`src/hw/rtl/kdpc_pkg.sv`:
```
package kdpc_pkg;

  localparam int unsigned CntW  = 16;
  localparam int unsigned TimeW = 32;
  localparam int unsigned CfgIdxW = 2;

  localparam logic [CntW-1:0] CntMax = {CntW{1'b1}};

  localparam logic [CntW-1:0] BounceTicksRst  = 16'd10;
  localparam logic [CntW-1:0] LongTicksRst    = 16'd500;
  localparam logic [CntW-1:0] VLongTicksRst   = 16'd2000;
  localparam logic [CntW-1:0] LockoutTicksRst = 16'd10;

  typedef enum logic [CfgIdxW-1:0] {
    CFG_BOUNCE_TICKS  = 2'd0,
    CFG_LONG_TICKS    = 2'd1,
    CFG_VLONG_TICKS   = 2'd2,
    CFG_LOCKOUT_TICKS = 2'd3
  } cfg_idx_e;

  typedef enum logic [3:0] {
    ST_NOTHING        = 4'd0,
    ST_BOUNCE_RELEASE = 4'd1,
    ST_FIRST_PRESS    = 4'd2,
    ST_BOUNCE_PRESS   = 4'd3,
    ST_HOLD_SHORT     = 4'd4,
    ST_HOLD_LONG      = 4'd5,
    ST_HOLD_LONGER    = 4'd6,
    ST_RELEASE_SHORT  = 4'd7,
    ST_RELEASE_LONG   = 4'd8
  } key_state_e;

  typedef struct packed {
    logic first_click;
    logic hold_long;
    logic hold_longer;
    logic hold_very_long;
    logic release_short;
    logic release_long;
    logic release_very_long;
  } key_ev_t;

endpackage

```
`src/hw/rtl/key_debounce_press_classifier.sv`:
```
// Channel | Direction | Handshake              | Word
// in      | sink      | in_valid_i, in_stall_o  | key_level_i, now_time_i
// out     | source    | out_valid_o, out_stall_i| key_state_o, ev_*_o, press_stamp_o,
//         |           |                         | release_stamp_o
// cfg     | sink      | cfg_we_i                | cfg_idx_i, cfg_data_i
// One word is accepted per cycle while the input is not stalled.
// The word is classified in one pass between the input register and the result register.
// Reset clears the counters, the time stamps and the thresholds to their defaults.
// A stall on the output holds the result; the input register then fills and stalls the input.
module key_debounce_press_classifier (
  input  logic                          clk_i,
  input  logic                          rst_ni,
  input  logic                          cfg_we_i,
  input  logic [kdpc_pkg::CfgIdxW-1:0]  cfg_idx_i,
  input  logic [kdpc_pkg::CntW-1:0]     cfg_data_i,
  input  logic                          in_valid_i,
  output logic                          in_stall_o,
  input  logic                          key_level_i,
  input  logic [kdpc_pkg::TimeW-1:0]    now_time_i,
  output logic                          out_valid_o,
  input  logic                          out_stall_i,
  output logic [3:0]                    key_state_o,
  output logic                          ev_first_click_o,
  output logic                          ev_hold_long_o,
  output logic                          ev_hold_longer_o,
  output logic                          ev_hold_very_long_o,
  output logic                          ev_release_short_o,
  output logic                          ev_release_long_o,
  output logic                          ev_release_very_long_o,
  output logic [kdpc_pkg::TimeW-1:0]    press_stamp_o,
  output logic [kdpc_pkg::TimeW-1:0]    release_stamp_o
);

  logic [kdpc_pkg::CntW-1:0] bounce_ticks_q, long_ticks_q, vlong_ticks_q, lockout_ticks_q;

  logic                       in_vld_q;
  logic                       in_level_q;
  logic [kdpc_pkg::TimeW-1:0] in_time_q;

  logic                      hold_act_q, hold_act_d;
  logic [kdpc_pkg::CntW-1:0] hold_cnt_q, hold_cnt_d;
  logic                      lock_act_q, lock_act_d;
  logic [kdpc_pkg::CntW-1:0] lock_cnt_q, lock_cnt_d;
  logic [kdpc_pkg::TimeW-1:0] press_time_q, press_time_d;
  logic [kdpc_pkg::TimeW-1:0] release_time_q, release_time_d;

  logic                   out_vld_q;
  kdpc_pkg::key_state_e   out_st_q, st_d;
  kdpc_pkg::key_ev_t      out_ev_q, ev_d;

  logic                      advance;
  logic                      pressed;
  logic [kdpc_pkg::CntW-1:0] cnt_inc;

  assign advance    = in_vld_q && !(out_vld_q && out_stall_i);
  assign in_stall_o = in_vld_q && out_vld_q && out_stall_i;

  always_ff @(posedge clk_i or negedge rst_ni) begin
    if (!rst_ni) begin
      bounce_ticks_q  <= kdpc_pkg::BounceTicksRst;
      long_ticks_q    <= kdpc_pkg::LongTicksRst;
      vlong_ticks_q   <= kdpc_pkg::VLongTicksRst;
      lockout_ticks_q <= kdpc_pkg::LockoutTicksRst;
    end else if (cfg_we_i) begin
      unique case (kdpc_pkg::cfg_idx_e'(cfg_idx_i))
        kdpc_pkg::CFG_BOUNCE_TICKS:  bounce_ticks_q  <= cfg_data_i;
        kdpc_pkg::CFG_LONG_TICKS:    long_ticks_q    <= cfg_data_i;
        kdpc_pkg::CFG_VLONG_TICKS:   vlong_ticks_q   <= cfg_data_i;
        kdpc_pkg::CFG_LOCKOUT_TICKS: lockout_ticks_q <= cfg_data_i;
        default: ;
      endcase
    end
  end

  always_ff @(posedge clk_i or negedge rst_ni) begin
    if (!rst_ni) begin
      in_vld_q <= 1'b0;
    end else if (!in_stall_o) begin
      in_vld_q <= in_valid_i;
    end
  end

  always_ff @(posedge clk_i) begin
    if (!in_stall_o && in_valid_i) begin
      in_level_q <= key_level_i;
      in_time_q  <= now_time_i;
    end
  end

  assign pressed = !in_level_q;
  assign cnt_inc = (hold_cnt_q == kdpc_pkg::CntMax) ? hold_cnt_q : hold_cnt_q + 1'b1;

  always_comb begin
    hold_act_d     = hold_act_q;
    hold_cnt_d     = hold_cnt_q;
    lock_act_d     = lock_act_q;
    lock_cnt_d     = lock_cnt_q;
    press_time_d   = press_time_q;
    release_time_d = release_time_q;
    st_d           = kdpc_pkg::ST_NOTHING;
    ev_d           = '0;
    priority if (lock_act_q) begin
      st_d = kdpc_pkg::ST_BOUNCE_RELEASE;
      if (lock_cnt_q == '0) begin
        lock_act_d = 1'b0;
      end else begin
        lock_cnt_d = lock_cnt_q - 1'b1;
      end
    end else if (!hold_act_q) begin
      if (pressed) begin
        hold_act_d       = 1'b1;
        hold_cnt_d       = '0;
        press_time_d     = in_time_q;
        st_d             = kdpc_pkg::ST_FIRST_PRESS;
        ev_d.first_click = 1'b1;
      end
    end else begin
      hold_cnt_d = cnt_inc;
      if (cnt_inc < bounce_ticks_q) begin
        st_d = kdpc_pkg::ST_BOUNCE_PRESS;
      end else if (pressed) begin
        if (cnt_inc > long_ticks_q) begin
          st_d             = kdpc_pkg::ST_HOLD_LONGER;
          ev_d.hold_longer = 1'b1;
        end else if (cnt_inc == long_ticks_q) begin
          st_d           = kdpc_pkg::ST_HOLD_LONG;
          ev_d.hold_long = 1'b1;
        end else begin
          st_d = kdpc_pkg::ST_HOLD_SHORT;
        end
        ev_d.hold_very_long = (cnt_inc >= long_ticks_q) && (cnt_inc > vlong_ticks_q);
      end else begin
        release_time_d = in_time_q;
        lock_act_d     = 1'b1;
        lock_cnt_d     = lockout_ticks_q;
        hold_act_d     = 1'b0;
        if (cnt_inc >= long_ticks_q) begin
          st_d              = kdpc_pkg::ST_RELEASE_LONG;
          ev_d.release_long = 1'b1;
        end else begin
          st_d               = kdpc_pkg::ST_RELEASE_SHORT;
          ev_d.release_short = 1'b1;
        end
        ev_d.release_very_long = cnt_inc > vlong_ticks_q;
      end
    end
  end

  always_ff @(posedge clk_i or negedge rst_ni) begin
    if (!rst_ni) begin
      hold_act_q     <= 1'b0;
      hold_cnt_q     <= '0;
      lock_act_q     <= 1'b0;
      lock_cnt_q     <= '0;
      press_time_q   <= '0;
      release_time_q <= '0;
      out_vld_q      <= 1'b0;
    end else begin
      if (advance) begin
        hold_act_q     <= hold_act_d;
        hold_cnt_q     <= hold_cnt_d;
        lock_act_q     <= lock_act_d;
        lock_cnt_q     <= lock_cnt_d;
        press_time_q   <= press_time_d;
        release_time_q <= release_time_d;
      end
      if (!(out_vld_q && out_stall_i)) begin
        out_vld_q <= in_vld_q;
      end
    end
  end

  always_ff @(posedge clk_i) begin
    if (advance) begin
      out_st_q <= st_d;
      out_ev_q <= ev_d;
    end
  end

  // The stamps change only when a new result is loaded, so they always match the held word.
  assign out_valid_o            = out_vld_q;
  assign key_state_o            = out_st_q;
  assign ev_first_click_o       = out_ev_q.first_click;
  assign ev_hold_long_o         = out_ev_q.hold_long;
  assign ev_hold_longer_o       = out_ev_q.hold_longer;
  assign ev_hold_very_long_o    = out_ev_q.hold_very_long;
  assign ev_release_short_o     = out_ev_q.release_short;
  assign ev_release_long_o      = out_ev_q.release_long;
  assign ev_release_very_long_o = out_ev_q.release_very_long;
  assign press_stamp_o          = press_time_q;
  assign release_stamp_o        = release_time_q;

endmodule

```
`config.mk`:
```
export PLATFORM = sky130hd
export DESIGN_NAME = key_debounce_press_classifier
export DESIGN_NICKNAME = d
export VERILOG_FILES = /design/src/hw/rtl/kdpc_pkg.sv /design/src/hw/rtl/key_debounce_press_classifier.sv
export SDC_FILE = /design/constraint.sdc
export NUM_CORES = 1
export LEC_CHECK = 0
export BUFFER_PORTS_ARGS = -buffer_cell sky130_fd_sc_hd__buf_2
export CELL_PAD_IN_SITES_DETAIL_PLACEMENT = 2
export CELL_PAD_IN_SITES_GLOBAL_PLACEMENT = 2
export CORE_MARGIN = 8
export CORE_UTILIZATION = 35
export DETAILED_ROUTE_END_ITERATION = 10
export PLACE_DENSITY_LB_ADDON = 0.1
export SYNTH_ARGS = -nofsm -noshare
export SYNTH_HDL_FRONTEND = slang
export SYNTH_SLANG_ARGS = --single-unit
```
`constraint.sdc`:
```
create_clock -name clk_i -period 4.59 [get_ports clk_i]
set_input_delay 0.6885 -clock clk_i [delete_from_list [all_inputs] [get_ports clk_i]]
set_output_delay 0.6885 -clock clk_i [all_outputs]
set_load 0.01 [all_outputs]
```
==> run_results.csv <==
group,metric,value,unit
run_status,status,"finished, final reports clean",
power_and_ir_drop,p_leak,0.00549,uW
run,drv_cap,0,
floorplanning,rows,61,
floorplanning,core_area,0.0276,sq mm
yosys,async_reset_ff_share,79.2,%
final_layout,drive_gt1_share,34.8,%
final_layout,area_growth,21.0,%
yosys,ys_top_cells_by_area,"dfrtp_1 38%, mux2_2 13%, edfxtp_1 13%, ha_1 6.3%, dfstp_2 4.3%",
critical_path,critPathRequiredTime,4940,ps
global_route,grt_pass1_wl,46600,um
power_and_ir_drop,cell_internal_pwr,3850,uW
critical_path,arrival,4670,ps
power_and_ir_drop,switching_share,28.2,%
sta,final.setup.tns,0,ps
cts,path_clk_slew,50,ps
sta,period_needed,4320,ps
floorplanning,die_area,0.0335,sq mm
cts,clkLatencyLatePin,530,ps
routing,ant_nets,0,
yosys,synth_flop_cell,"dfrtp_1",
sta,worst_slack,269,ps
routing,drc,0,
sta,relSlewSlack,29.8,%
power_and_ir_drop,p_per_area,454,mW/mm^2
routing,first_pass_iters,4,
routing,wl_per_cell,21.6,um
yosys,synth-edff-count,43,
sta,skew,8.56,ps
power_and_ir_drop,pwr-share-seq,44.0,%
yosys,synth_area_per_cell,12.2,sq um
sta,finalMaxSlewViolations,0,
sta,worstMarginPinSlew,1050,ps
placement,dp_hpwl,21300,um
global_route,track_usage,17.4,%
routing,vias,6938,
final_layout,layout_common_cells,"148 x dfrtp_1, 131 x buf_2, 116 x mux2_2",
routing,initialDrtViolationCount,250,
final_layout,final_common_cell,"dfrtp_1",
placement,place_congestion,0.799,
final_layout,diodes,0,
sta,final_hold_viol_count,0,
global_route,grt_start_max_net_pins,127,
yosys,yosysSeqAreaShare,55.5,%
yosys,synth_top_cell_by_area,"dfrtp_1",
yosys,synth.ff_latch_count,207,
sta,finalCritPeriodShare,94.1,%
placement,place_ws,298,ps
cts,htreeDepth,1,
cts,numCtsBuffers,25,
worst_hold_path,hold_path.class,"in -> async",
power_and_ir_drop,switchingPower,1510,uW
placement,placedCellCount,1302,
critical_path,cp-end-kind,"flip-flop",
floorplanning,io_pins,133,
critical_path,crit_type,"reg -> reg",
routing,avgViaCountPerCell,5.15,
placement,placement.io_buffers,132,
critical_path,cp_max_fo,9,
yosys,syn-num-nets,905,
yosys,syn_area,0.00975,sq mm
cts,cts-root-to-sink-buffers,3,
floorplanning,die_y,183,um
final_layout,layout.cells.non_filler,1348,
final_layout,nets,1056,
floorplanning,initial_core_util,35.3,%
floorplanning,die_x,183,um
yosys,yosysTopAreaCellShare,38.0,%
routing,drt_wl_total,29100,um
power_and_ir_drop,peakVddDrop,0.305,mV
power_and_ir_drop,power_frac_comb,17.8,%
yosys,yosysWarningCount,0,
critical_path,start_kind,"flip-flop",
cts,clock_sinks,207,
sta,max_freq,0.231,GHz
global_route,grt_overflow,0,
cts,tritoncts,"built",
sta,setup_violations,0,
global_route,grt_pass1_vias,8172,
global_route,antenna_found_initial,5,
cts,clock-root-buffer,"clkbuf_16",
yosys,syn-instance-count,800,
yosys,yosysUniqueCellTypes,68,
power_and_ir_drop,clock_power_share,38.2,%
## synthesized netlist by cell type, drive strengths merged (9+ instances only)
| library cell | count |
|---|---|
| a21oi | 24 |
| buf | 11 |
| clkbuf | 15 |
| dfrtp | 148 |
| dfstp | 16 |
| edfxtp | 43 |
| ha | 49 |
| inv | 58 |
| mux2 | 118 |
| nand2 | 52 |
| nand3 | 26 |
| nand4 | 13 |
| nor2 | 41 |
| nor3 | 13 |
| o21ai | 58 |
| xnor2 | 9 |
## worst paths after layout
check / startpoint / to / slack, ps / cells after the start
worst max-delay path: hold_cnt_q[3] / key_state_o[1] / 270 / 13
worst max register to register: hold_cnt_q[3] / key_state_o[1] / 270 / 13
worst min register to register: in_vld_q / out_valid_o / 490 / 1
max in group asynchronous: rst_ni / release_stamp_o[25] / 3430 / 2
worst min-delay path: rst_ni / lockout_ticks_q[0] / 60 / 1
min in group clk_i: now_time_i[12] / in_time_q[12] / 330 / 1
## flip-flops by register name (all words and copies together) (netlist names), 16 cells and up
signal           cells
press_stamp_o       32
release_stamp_o     32
long_ticks_q        16
vlong_ticks_q       16
lock_cnt_q          16
hold_cnt_q          16
in_time_q           32
lockout_ticks_q     16
bounce_ticks_q      16
## critical path: stages, from the launching register on
cell and delay (ps):
dfrtp_1 490, nand4_1 290, nor3_4 350, nor4b_1 330, buf_4 210, nand3_1 120
xnor2_1 210, ha_1 310, nand4_1 150, nor3_1 600, o21ai_0 290, nand3_1 240
mux2_2 350, a21oi_1 200
## per-stage QoR
stage | utilization, % | hold WS (ps) | total power [uW] | area, sq um
floorplan | - | 393 | 2920 | 9750
CTS | 42.6 | 60.9 | 5460 | 11800
detailed placement | 39.5 | 482 | 3360 | 10900
global route | 42.7 | 82.6 | 5640 | 11800
finish | 42.7 | 61.6 | 5360 | 11800
global placement | 39.5 | 452 | 3280 | 10900
## power by group through the flow
stage	logic (uW)	clock network (uW)	registers [uW]
floorplan	561	0	2360
global placement	925	0	2360
detailed placement	974	0	2390
CTS	986	2110	2360
global route	1080	2160	2390
finish	955	2050	2360
## repair_timing
action | 4_1_cts | 5_1_grt
resized for setup | 0 | 3
buffers inserted | 0 | 0
hold buffers | 0 | 0
setup endpoints to repair | 0 | 20
## area by class of cell
| class | instances | area (sq um) |
|---|---|---|
| flip-flops and latches | 207 | 5420 |
| clock inverters | 8 | 130 |
| inverters | 58 | 218 |
| multi-input cells | 509 | 4020 |
| well taps | 378 | 473 |
| repair buffers | 150 | 818 |
| fillers | 2885 | 15800 |
| clock buffers | 38 | 724 |
## kinds of logic after synthesis
family,count (synthesis),share of synthesized area (%)
flip-flops,207,55.5
AND/OR/NAND/NOR,182,9.56
AO/OA/AOI/OAI,140,9.65
multiplexers,124,14.2
buffers and inverters,84,3.48
adder cells (fa/ha/maj),49,6.29
XOR/XNOR,14,1.26
## metal layers
metal	vias to the layer above	global-route usage, %	routed length [um]
li1	3183	-	-
met1	3534	21.2	12500
met2	160	30.1	14300
met3	51	4.95	1690
met4	10	4.36	614
met5	-	0	56
No activity file was read; power rests on OpenSTA's default activity.
